## config.mk

```make
export PLATFORM = sky130hd
export DESIGN_NAME = wpm_front
export DESIGN_NICKNAME = d
export VERILOG_FILES = /design/src/rtl/core/wpm_pkg.sv /design/src/rtl/core/wpm_front.sv
export SDC_FILE = /design/constraint.sdc
export NUM_CORES = 1
export LEC_CHECK = 0
export BUFFER_PORTS_ARGS = -buffer_cell sky130_fd_sc_hd__buf_2
export CORE_AREA = 4 4 448 450
export CTS_CLUSTER_DIAMETER = 150
export DETAILED_ROUTE_END_ITERATION = 10
export DIE_AREA = 0 0 452 454
export PLACE_DENSITY_LB_ADDON = 0.08
export SYNTH_ARGS = -nofsm -noshare
export SYNTH_HDL_FRONTEND = slang
export SYNTH_SLANG_ARGS = --single-unit
```

## constraint.sdc

```tcl
create_clock -name i_clk -period 34.8 [get_ports i_clk]
set_input_delay 6.96 -clock i_clk [delete_from_list [all_inputs] [get_ports i_clk]]
set_output_delay 6.96 -clock i_clk [all_outputs]
set_load 0.005 [all_outputs]
```

## src/rtl/core/wpm_pkg.sv

```systemverilog
// Shared constants, codes and types of the word permutation window matcher.
`timescale 1ns / 1ps

package wpm_pkg;

    // Sizing
    localparam int MAX_WORDS    = 8;
    localparam int MAX_WORD_LEN = 8;
    localparam int POS_BITS     = 16;
    localparam int BYTE_W       = 8;
    localparam int WORD_W       = 64;
    localparam int SLOT_W       = 3;
    localparam int LEN_W        = 4;
    localparam int OUT_W        = 16;
    localparam int FUNC_W       = 2;
    localparam int WIN_DEPTH    = MAX_WORDS * MAX_WORD_LEN;
    localparam int WIN_IDX_W    = $clog2(WIN_DEPTH);
    localparam int TOTAL_W      = $clog2(WIN_DEPTH + 1);
    localparam int CNT_W        = $clog2(MAX_WORDS + 1);

    // Stream packing: tdata = {pad, text_byte, word_value, word_index}, tuser = func
    localparam int IN_DATA_W    = 80;
    localparam int IN_USER_W    = FUNC_W;
    localparam int SLOT_LSB     = 0;
    localparam int WORD_LSB     = SLOT_LSB + SLOT_W;
    localparam int BYTE_LSB     = WORD_LSB + WORD_W;

    // Function codes carried in tuser
    localparam logic [FUNC_W-1:0] FUNC_LOAD    = 2'd0;
    localparam logic [FUNC_W-1:0] FUNC_TEXT    = 2'd1;
    localparam logic [FUNC_W-1:0] FUNC_RESTART = 2'd2;

    // Configuration register indexes
    localparam int CFG_IDX_W = 1;
    localparam logic [CFG_IDX_W-1:0] CFG_WORD_LEN   = 1'd0;
    localparam logic [CFG_IDX_W-1:0] CFG_WORD_COUNT = 1'd1;

    // Byte 0 is the newest byte of the text
    typedef logic [WIN_DEPTH-1:0][BYTE_W-1:0] t_window;
    typedef logic [MAX_WORDS-1:0][WORD_W-1:0] t_table;

    // Effective geometry after saturation
    typedef struct packed {
        logic               active;
        logic [LEN_W-1:0]   wl;
        logic [LEN_W-1:0]   wc;
        logic [TOTAL_W-1:0] total;
    } t_cfg;

    // Pending window check
    typedef struct packed {
        logic             valid;
        logic [OUT_W-1:0] start;
    } t_chk;

endpackage

```

## src/rtl/core/wpm_front.sv

```systemverilog
// Input stage: config registers, word table, byte window, position counter.
`timescale 1ns / 1ps

module wpm_front (
    input  logic                          i_clk,
    input  logic                          i_rst_n,
    input  logic                          i_accept,
    input  logic                          i_chk_move,
    input  logic [wpm_pkg::FUNC_W-1:0]    i_func,
    input  logic [wpm_pkg::SLOT_W-1:0]    i_slot,
    input  logic [wpm_pkg::WORD_W-1:0]    i_word,
    input  logic [wpm_pkg::BYTE_W-1:0]    i_byte,
    input  logic                          i_cfg_we,
    input  logic [wpm_pkg::CFG_IDX_W-1:0] i_cfg_index,
    input  logic [wpm_pkg::LEN_W-1:0]     i_cfg_data,
    output wpm_pkg::t_window              o_window,
    output wpm_pkg::t_table               o_table,
    output wpm_pkg::t_cfg                 o_cfg,
    output wpm_pkg::t_chk                 o_chk
);
    import wpm_pkg::*;

    logic [LEN_W-1:0]    r_word_len;
    logic [LEN_W-1:0]    r_word_count;
    logic [POS_BITS-1:0] r_pos;
    logic [POS_BITS-1:0] n_pos;
    t_chk                r_chk;
    t_chk                n_chk;
    t_window             r_window;
    t_table              r_table;
    t_cfg                cfg;
    logic [2*LEN_W-1:0]  prod;

    // Saturated geometry
    always_comb begin
        cfg.active = (r_word_len != '0) && (r_word_count != '0);
        cfg.wl     = (r_word_len > LEN_W'(MAX_WORD_LEN)) ? LEN_W'(MAX_WORD_LEN) : r_word_len;
        cfg.wc     = (r_word_count > LEN_W'(MAX_WORDS)) ? LEN_W'(MAX_WORDS) : r_word_count;
        prod       = cfg.wl * cfg.wc;
        cfg.total  = prod[TOTAL_W-1:0];
    end

    // Position update and window check request
    always_comb begin
        n_pos       = r_pos;
        n_chk.valid = 1'b0;
        n_chk.start = '0;
        case (i_func)
            FUNC_TEXT: begin
                if (r_pos != '1) begin
                    n_pos       = r_pos + 1'b1;
                    n_chk.valid = cfg.active && (n_pos >= POS_BITS'(cfg.total));
                    n_chk.start = OUT_W'(n_pos - POS_BITS'(cfg.total));
                end
            end
            FUNC_RESTART: n_pos = '0;
            default: ;
        endcase
    end

    // Control state
    always_ff @(posedge i_clk) begin
        if (!i_rst_n) begin
            r_word_len   <= LEN_W'(1);
            r_word_count <= LEN_W'(1);
            r_pos        <= '0;
            r_chk        <= '0;
        end else begin
            if (i_cfg_we) begin
                unique case (i_cfg_index)
                    CFG_WORD_LEN:   r_word_len   <= i_cfg_data;
                    CFG_WORD_COUNT: r_word_count <= i_cfg_data;
                    default: ;
                endcase
            end
            if (i_accept) begin
                r_pos <= n_pos;
                r_chk <= n_chk;
            end else if (i_chk_move) begin
                r_chk.valid <= 1'b0;
            end
        end
    end

    // Payload: byte shift window and word table
    always_ff @(posedge i_clk) begin
        if (i_accept && (i_func == FUNC_TEXT)) begin
            r_window <= {r_window[WIN_DEPTH-2:0], i_byte};
        end
        if (i_accept && (i_func == FUNC_LOAD)) begin
            r_table[i_slot] <= i_word;
        end
    end

    assign o_window = r_window;
    assign o_table  = r_table;
    assign o_cfg    = cfg;
    assign o_chk    = r_chk;

endmodule

```

Word level (Yosys, flattened, before mapping)
Cells that the tools add are included.
{ "classes": {"muxes": 11, "n_reduce_logical": 13, "magnitude_cmp": 5, "n_eq_ne": 4, "add_sub_neg": 2, "n_mul": 1, "n_bitwise": 1} }
{ "ops": {"columns": ["op", "count"], "rows": [
  ["512-bit bitwise mux", 1],
  ["64-bit demux with 3-bit select", 1],
  ["64-bit 2-to-1 mux", 1],
  ["17-bit 2-to-1 mux", 2],
  ["16-bit one-hot mux with 2 select lines", 1],
  ["16-bit by 1-bit adder with 16-bit output, second input constant", 1],
  ["16-bit by 7-bit greater-or-equal comparator with 1-bit output", 1],
  ["16-bit 2-to-1 mux", 1],
  ["16-bit inequality test, second input constant", 1],
  ["16-bit by 7-bit subtractor with 16-bit output", 1],
  ["4-bit > comparator, second input constant", 2],
  ["4-bit 2-to-1 mux", 2],
  ["4-bit nonzero test", 2],
  ["4-bit by 4-bit multiplier with 7-bit output", 1],
  ["1-bit logical AND", 5],
  ["3-bit by 4-bit < comparator with 1-bit output, second input constant", 1],
  ["2-bit AND reduction", 2],
  ["2-bit nonzero test", 2],
  ["3-bit by 1-bit greater-or-equal comparator with 1-bit output, second input constant", 1],
  ["3-bit AND reduction", 1],
  ["2-bit by 1-bit equality test with 1-bit output, second input constant", 1],
  ["2-bit equality test, second input constant", 1],
  ["2-bit logical NOT", 1],
  ["1-bit 2-to-1 mux", 2],
  ["other kinds (2)", 2]
]} }
{ "totals": {"ff_bits": 1065, "word_cells": 114, "out_inout_bits": 1057} }

Depth between registers and ports, before layout
Gate-level depths: netlist of run 1.
{ "depth": {"depth_word": 8, "ltp_mapped": 21} }

Worst setup path before layout of run 1
OpenSTA, ideal clock, no wires.
{ "synth_timing": {"path_kind": "input -> register", "from": "input i_accept", "to": "register r_pos[9]", "setup_slack_ns": 3.360, "path_stages": 8, "setup_time_ns": 0.115, "t_arrival_ns": 31.325, "path_buffers": 2, "path_cell_list": "buf_2 > nand2b_1 > nor2_1 > o21ai_1 > buf_4 > o211ai_1 > o31ai_1 > and2_1"} }
{ "synth_between": {"elab_chain_len": 1} }
{ "synth_lines": {"columns": ["item", "line_no", "text"], "rows": [
  ["start: declaration", "wpm_front.sv:7", "input logic i_accept,"],
  ["3-bit AND reduction (no line)", null, null],
  ["end signal: assignment", "wpm_front.sv:77", "r_pos <= n_pos;"],
  ["end: declaration", "wpm_front.sv:25", "logic [POS_BITS-1:0] r_pos;"]
]} }
No other way between the ends.
A chain may end at the register's enable or synchronous reset.

==> results of run 1 <==
==> kinds of logic after synthesis <==
kind of cell,Yosys count,synth area share
simple gates,159,0.0258
compound gates,72,0.0143
flops,1065,0.934
buf+inv,47,0.00652
mux,5,0.00148
fa+ha+maj,23,0.00963
xor+xnor,30,0.00778
==> stage by stage <==
stage / util / power (mW) / hold slack, ns
4_1_cts: 0.239 / 2.90 / 0.425
2_1_floorplan: - / 1.50 / 0.449
3_5_place_dp: 0.218 / 1.56 / 0.426
5_1_grt: 0.239 / 2.96 / 0.425
6_report: 0.239 / 2.84 / 0.420
3_3_place_gp: 0.218 / 1.56 / 0.427
==> flip-flops by register name, summed over array words and instances (netlist names) <==
signal        cells
r_word_count      4
o_table         512
r_pos            16
r_word_len        4
o_chk            17
o_window        512
==> power groups by stage <==
stage	Clock (mW)	Sequential (mW)	Combinational, mW
after CTS	1.37	1.44	0.0917
after detailed placement	0	1.46	0.0915
after global routing	1.43	1.44	0.0954
final	1.32	1.44	0.0876
after global placement	0	1.46	0.0918
after floorplan	0	1.48	0.0243
==> worst min-delay path by stage <==
| stage | slack (ns) | from | endpoint |
|---|---|---|---|
| 6_report | 0.42 | o_window[97] | o_window[105] |
| 5_1_grt | 0.42 | o_window[97] | o_window[105] |
| 4_1_cts | 0.42 | o_window[97] | o_window[105] |
| 3_5_place_dp | 0.43 | o_window[312] | o_window[320] |
| 3_3_place_gp | 0.43 | o_window[97] | o_window[105] |
| 2_1_floorplan | 0.45 | o_chk[10] | o_chk[10] |
==> critical path: stages, from the launching register on <==
cell	delay, ns
dfxtp_1	0.40
nand2b_1	0.23
inv_1	0.11
nand2_1	0.09
fa_1	0.56
inv_1	0.06
fa_1	0.56
inv_1	0.07
fa_1	0.45
nor2b_1	0.13
o21ai_0	0.08
nand2b_1	0.09
xor2_1	0.19
buf_2	0.15
==> Yosys cell counts (7+ instances only) <==
master,instances
a21oi_1,12
nand2_1,36
edfxtp_1,1024
clkbuf_1,9
o21ai_0,18
inv_1,25
nand4_1,7
nor3_1,7
a21boi_0,11
ha_1,18
dfxtp_1,41
xor2_1,15
nor2b_1,11
and2_1,19
xnor2_1,15
nor2_1,21
nand2b_1,8
nand3_1,22
==> placed cells by master (no fill, tap or decap), drive strengths merged, types with 12 or more instances in the layout <==
master and n:
a21oi 12, and2 20, buf 1165, clkbuf 183
clkinv 38, dfxtp 41, edfxtp 1024, ha 18
inv 36, nand2 38, nand3 23, nor2 21
o21ai 19, xnor2 15, xor2 15
==> layer usage <==
layer  vias to the layer above  track usage  share of wire
met3                       229       0.0500          0.082
met4                         2       0.0598          0.047
li1                       8126            -              -
met1                      9717        0.125           0.33
met5                         -            0       0.000072
met2                       802        0.240           0.54
==> final cells by class <==
class	instances	area, um2
Antenna cell	5	12.5
Sequential cell	1065	31600
Fill cell	20600	150000
Clock inverter	56	520
Inverter	25	93.8
Timing Repair Buffer	1165	5900
Clock buffer	183	3610
Multi-Input combinational cell	289	2060
Tap cell	2640	3300
==> metrics.yaml, run 1 <==
setup_violations: 0
area_growth_pct: 39.3
drtIter0Drc: 1175
ant_nets: 0
synth_cells: 1401
reg2reg_slack_ns: 29.72
reg2reg_from: "r_word_len[3]"
clkPwrFrac: 0.463
power_density_nw_per_um2: 60.4
gp_congestion: 0.803
slew_headroom: 0.303
layout.cells.non_filler: 5428
cp-startpoint: "r_word_len[3]"
synth_edf_count: 1024
drive_above_1_share: 0.488
cp-endpoint: "o_cfg[6]"
final_area_um2: 47100
grt_use_total: 0.129
antenna_found_initial: 17
seq_power_share: 0.506
final.setup.worst_slack_ns: 23.92
synth-seq-cells: 1065
die_w_um: 452
cts_made_buffers: 134
syn_area_per_cell_um2: 24.1
fin_setup_tns_ns: 0
synth_fp_nets: 1511
end_kind: "output pin"
leakage_nw: 17.2
irDropWorstVdd_mv: 0.0394
ys_async_sr_fraction: 0
nNetsFinal: 2790
die_area_um2: 205000
cts_max_path_buffers: 3
grt_pass1_vias: 19800
fmax_mhz: 91.9
wl_um: 139000
route.vias.total: 18900
worst_pin_slew_ns: 1.05
rows: 163
ios: 1144
h-tree-depth: 4
drv_slew: 0
maxCapViolCount: 0
place_inst: 5184
cts_tree: "built"
dpl_worst_slack_ns: 23.88
swShare: 0.220
core-area_um2: 197000
post-route-period-util: 0.313
place_area_um2: 42900
cts-resized-gates: 0
skew_ns: 0.0295
start_kind: "flop"
clk_latency_ns: 0.75
p_switching_mw: 0.627
status: "complete, no violations"
crit_arrival_ns: 3.92
hold_buffers: 0
p_comb_frac: 0.031
worstPathRequired_ns: 27.84
cts_setup_buffers: 0
io_buffers: 1143
yosys-top-cells-area: "edfxtp_1 (91%), dfxtp_1 (2.4%), ha_1 (0.67%), nand2_1 (0.40%), xnor2_1 (0.39%)"
synth_seq_area_share: 0.934
initial_utilization: 0.172
grt_pass1_wl_um: 181000
fin_crit_ns: 10.88
synth_top_area_share: 0.910
final_hold_viol_count: 0
clk_transition_reported_paths_ns: 0.06
via_per_inst: 3.48
rsz0062_at_grt: "false"
routedWlPerCell_um: 25.6
critPathKind: "flop to output pin"
yosysTopAreaCell: "edfxtp_1"
cts_sinks: 1065
cp_max_fo: 10
ys_warn_count: 0
reg2regPathDepth: 20
synth_ff_type: "edfxtp_1"
gr-total-overflow: 0
cts-root-buf: "clkbuf_16"
hold-path-cell-count: 0
hpwl_um: 105000
hp-class: "flop to flop"
grt_max_degree: 195
p_int_mw: 2.22
timing.rr.end: "o_chk[15]"
synth_cell_type_count: 53
dieHeight_um: 454
first_pass_iters: 5
drc: 0
syn_area_um2: 33800
(Power assumes the default switching activity.)
==> run 2: changes to the inputs <==
--- a/config.mk
+++ b/config.mk
@@ -5,11 +5,12 @@
 export SDC_FILE = /design/constraint.sdc
 export NUM_CORES = 1
 export LEC_CHECK = 0
+export ABC_AREA = 1
 export BUFFER_PORTS_ARGS = -buffer_cell sky130_fd_sc_hd__buf_2
-export CORE_AREA = 4 4 448 450
+export CORE_AREA = 4 4 449 451
 export CTS_CLUSTER_DIAMETER = 150
 export DETAILED_ROUTE_END_ITERATION = 10
-export DIE_AREA = 0 0 452 454
+export DIE_AREA = 0 0 453 455
 export PLACE_DENSITY_LB_ADDON = 0.08
 export SYNTH_ARGS = -nofsm -noshare
 export SYNTH_HDL_FRONTEND = slang
==> constraint.sdc (replaced) <==
create_clock -name i_clk -period 8.95 [get_ports i_clk]
set_input_delay 1.79 -clock i_clk [delete_from_list [all_inputs] [get_ports i_clk]]
set_output_delay 1.79 -clock i_clk [all_outputs]
set_load 0.005 [all_outputs]
==> metrics.yaml, run 2 <==
final_hold_viol_count: 0
ant_nets: 0
layout.cells.non_filler: 5532
synth_seq_area_share: 0.932
core-area_um2: 197000
worst_pin_slew_ns: 1.22
synthSimpleGateAreaFrac: 0.0340
place_inst: 5289
irDropWorstVdd_mv: 0.173
leakage_nw: 17.5
worstPathRequired_ns: 7.16
critical-path-slowest-cell: "fa_1"
place_area_um2: 43100
slew_headroom: 0.178
synth_fa_ha_area_frac: 0.00960
skew_ns: 0.0241
setup_violations: 0
gp_congestion: 0.823
cts_made_buffers: 133
final.setup.worst_slack_ns: 3.16
cts_max_path_buffers: 3
rsz0062_at_grt: "false"
hold_ws_ns: 0.432
route.vias.total: 19300
grt_pass1_wl_um: 183000
crit_arrival_ns: 4.00
synth_cell_type_count: 34
drtIter0Drc: 1418
final_cell_mix: "buf_2 (1143), edfxtp_1 (1024), clkbuf_16 (134)"
reg2reg_slack_ns: 3.91
power_density_nw_per_um2: 238
die_area_um2: 206000
rows: 163
synthMostInstantiatedCell: "edfxtp_1"
cts-root-buf: "clkbuf_16"
final_area_um2: 47400
drv_slew: 0
grt_pass1_vias: 20000
synth_top_area_share: 0.908
utilization: 0.240
dpl_worst_slack_ns: 3.14
gr-total-overflow: 0
grt_max_degree: 177
fmax_mhz: 173
clk_latency_ns: 0.76
cts_tree: "built"
cts-resized-gates: 0
muxShareOfSynthArea: 0
cp_max_fo: 6
dieHeight_um: 455
fin_setup_tns_ns: 0
fin_crit_ns: 5.79
mostFrequentLayoutCell: "buf_2"
fillCellCount: 20600
critPathBufInv: 5
ys_warn_count: 0
synth_edf_count: 1024
antenna_found_initial: 24
path_cells: "inv_1, nand2_1, inv_1, nand2_1, fa_1, inv_1, fa_1, inv_1, fa_1, nor2_1, a211oi_1, xnor2_1, buf_2"
h-tree-depth: 4
synth-seq-cells: 1065
nNetsFinal: 2894
cts_sinks: 1065
syn_area_per_cell_um2: 22.5
clk_transition_reported_paths_ns: 0.05
drc: 0
worst_path_largest_cell_delay_ns: 0.57
hold_buffers: 0
ios: 1144
hp-class: "flop to flop"
yosys-top-cells-area: "edfxtp_1 (91%), dfxtp_1 (2.4%), nand2_1 (1.4%), inv_1 (0.73%), ha_1 (0.66%)"
via_per_inst: 3.50
status: "complete, no violations"
wl_um: 142000
maxCapViolCount: 0
hpwl_um: 108000
post-route-period-util: 0.646
first_pass_iters: 5
power_mw: 11.3
syn_area_um2: 33900
drive_above_1_share: 0.483
cpMostUsedCell: "inv_1"
critPathKind: "flop to output pin"
die_w_um: 453
initial_utilization: 0.172
synth-xor-area-share: 0.00310
area_growth_pct: 40.0
routedWlPerCell_um: 25.7
synth_top_family_by_area: "simple AND/OR/NAND/NOR gates"
synthTopCellsByCount: "edfxtp_1 (1024), nand2_1 (122), inv_1 (66)"
synth_fp_nets: 1614
end_kind: "output pin"
start_kind: "flop"
critPathTopFamily: "adder cells"
io_buffers: 1143
grt_use_total: 0.131
yosysTopAreaCell: "edfxtp_1"
synth_ff_type: "edfxtp_1"
synth_cells: 1504
cts_setup_buffers: 0
ys_async_sr_fraction: 0
synth-compound-area-share: 0.0110
==> run 2: changes by cell type after synthesis, moves of 11 or more <==
cell / delta
inv_1: +41
and2_1: -19
a21boi_0: -11
nand2_2: +14
a21oi_1: +18
nor2_1: +35
nor2b_1: -11
xnor2_1: -11
nand2_1: +86
==> run 2: worst paths after layout <==
kind	depth (start not counted)	start	to
setup / recovery	13	r_word_len[3]	o_cfg[6]
hold / removal	0	o_window[155]	o_window[163]
setup reg to reg	26	r_word_len[3]	o_chk[13]
hold reg to reg	0	o_window[155]	o_window[163]
==> run 2: logic make-up after synthesis <==
| logic type | count (synthesis) |
|---|---|
| AO/OA/AOI/OAI | 62 |
| adder cells (fa/ha/maj) | 23 |
| XOR/XNOR | 12 |
| buffers and inverters | 84 |
| flip-flops | 1065 |
| AND/OR/NAND/NOR | 258 |
==> run 2: final cells by class <==
cell class                 instances  area, um2  area share
timing repair buffer            1157       5880       0.124
multi-input combinational        355       2040      0.0431
clock inverter                    76        888      0.0187
antenna                            4       10.0    0.000211
clock buffer                     163       3460      0.0730
sequential                      1065      31600       0.666
inverter                          72        278     0.00586
tap                             2640       3300      0.0696
==> run 2: report_power, final <==
part,internal (mW),leakage (nW),switching (mW)
clock,3.11,2.10,2.22
sequential,5.55,9.65,0.0416
combinational,0.103,5.71,0.261
==> run 2: layer usage <==
metal | global-route usage | wire (um) | vias to the layer above
li1 | - | - | 8346
met1 | 0.128 | 47100 | 9936
met2 | 0.249 | 78400 | 797
met3 | 0.0434 | 10600 | 254
met4 | 0.0574 | 6240 | 4
met5 | 0 | 27 | -
==> run 3: changes to the inputs <==
==> constraint.sdc (replaced) <==
create_clock -name i_clk -period 5.2 [get_ports i_clk]
set_input_delay 1.04 -clock i_clk [delete_from_list [all_inputs] [get_ports i_clk]]
set_output_delay 1.04 -clock i_clk [all_outputs]
set_load 0.005 [all_outputs]
==> metrics.yaml, run 3 (synthesis gave the netlist of run 2 again) <==
drv_slew: 0
start_kind: "flop"
rsz0062_at_grt: "false"
gp_congestion: 0.814
swShare: 0.223
h-tree-depth: 4
worst_pin_slew_ns: 1.18
slew_headroom: 0.212
grt_pass1_wl_um: 185000
core-area_um2: 197000
route.vias.total: 19500
layout.cells.non_filler: 5541
fmax_mhz: 205
irDropWorstVdd_mv: 0.282
utilization: 0.240
final_cell_mix: "buf_2 (1143), edfxtp_1 (1024), clkbuf_16 (136)"
cts-root-buf: "clkbuf_16"
drtIter0Drc: 1309
critPathKind: "flop to output pin"
worst_path_largest_cell_delay_ns: 0.57
critPathBufInv: 5
wl_um: 143000
cp_max_fo: 6
routedWlPerCell_um: 25.8
ios: 1144
status: "complete, no violations"
cts_made_buffers: 133
post-route-period-util: 0.940
grt_pass1_vias: 19900
nNetsFinal: 2905
hpwl_um: 108000
cts_setup_buffers: 0
leakage_nw: 17.4
end_kind: "output pin"
worstPathRequired_ns: 4.16
cts_tree: "built"
grt_use_total: 0.131
seq_power_share: 0.506
cts-resized-gates: 0
area_growth_pct: 39.9
path_cells: "inv_1, nand2_1, inv_1, nand2_1, fa_1, inv_1, fa_1, inv_1, fa_1, nor2_1, a211oi_1, xnor2_1, buf_2"
cpMostUsedCell: "inv_1"
drc: 0
place_area_um2: 43300
die_w_um: 453
holdCritStartpoint: "o_window[310]"
setup_violations: 0
hp-class: "flop to flop"
ant_nets: 0
dieHeight_um: 455
final_area_um2: 47400
place_inst: 5300
critical-path-slowest-cell: "fa_1"
first_pass_iters: 5
clk_latency_ns: 0.75
crit_arrival_ns: 3.85
final_hold_viol_count: 0
gr-total-overflow: 0
p_int_mw: 14.8
rows: 163
initial_utilization: 0.172
cts_sinks: 1065
p_comb_frac: 0.033
clk_transition_reported_paths_ns: 0.06
via_per_inst: 3.52
p_switching_mw: 4.25
skew_ns: 0.0150
power_density_nw_per_um2: 402
cp-startpoint: "r_word_len[3]"
grt_max_degree: 118
critPathTopFamily: "adder cells"
die_area_um2: 206000
hold_buffers: 0
cts_max_path_buffers: 3
io_buffers: 1143
maxCapViolCount: 0
clkPwrFrac: 0.461
reg2reg_from: "r_word_len[3]"
mostFrequentLayoutCell: "buf_2"
drive_above_1_share: 0.484
antenna_found_initial: 23
fin_crit_ns: 4.89
[run 3: power by group through the flow]
stage	registers, mW	clock network (mW)	logic, mW
after floorplan	9.86	0	0.183
final	9.62	8.78	0.629
after global placement	9.80	0	0.656
after global routing	9.64	9.51	0.688
after detailed placement	9.80	0	0.658
after CTS	9.63	9.16	0.660
[run 3: metal layers]
metal / wire length [um] / up-vias / global-route usage
li1: - / 8383 / -
met1: 47900 / 10200 / 0.130
met3: 9890 / 176 / 0.0424
met4: 3240 / 0 / 0.0336
met2: 82100 / 759 / 0.260
met5: 0 / - / 0
[run 3: cell type report]
type / count / area, um2
fill: 20700 / 150000
sequential: 1065 / 31600
timing repair buffer: 1168 / 6070
clock buffer: 170 / 3530
tap: 2640 / 3300
multi-input combinational: 355 / 2040
clock inverter: 65 / 573
inverter: 72 / 278
antenna: 6 / 15.0
[run 3: per-stage QoR]
step	total power, mW	worst slack (ns)	hold WS (ns)	TNS, ns
after floorplan	10.0	-9.55	0.445	-4660.76
after global placement	10.5	0.543	0.425	0
after detailed placement	10.5	0.576	0.426	0
after CTS	19.4	0.207	0.363	0
after global routing	19.8	0.0200	0.383	0
final	19.0	0.310	0.436	0
[run 3: final timing paths]
| kind | to | slack [ns] | cells after the start |
|---|---|---|---|
| setup / recovery | o_cfg[6] | 0.31 | 13 |
| hold / removal | o_window[318] | 0.44 | 0 |
| setup reg to reg | o_chk[13] | 0.51 | 26 |
| hold reg to reg | o_window[318] | 0.44 | 0 |
[run 3: worst reg2reg max path: cells and delay by family, from the launching register on]
family / cells / cell delay [ns]
AOI/OAI and AO/OA: 2 / 0.31
xor gates and xnor gates: 1 / 0.21
adders and majority gates: 4 / 1.93
buffers and inverters: 7 / 0.54
DFF: 1 / 0.35
and+or+nand+nor: 12 / 1.26
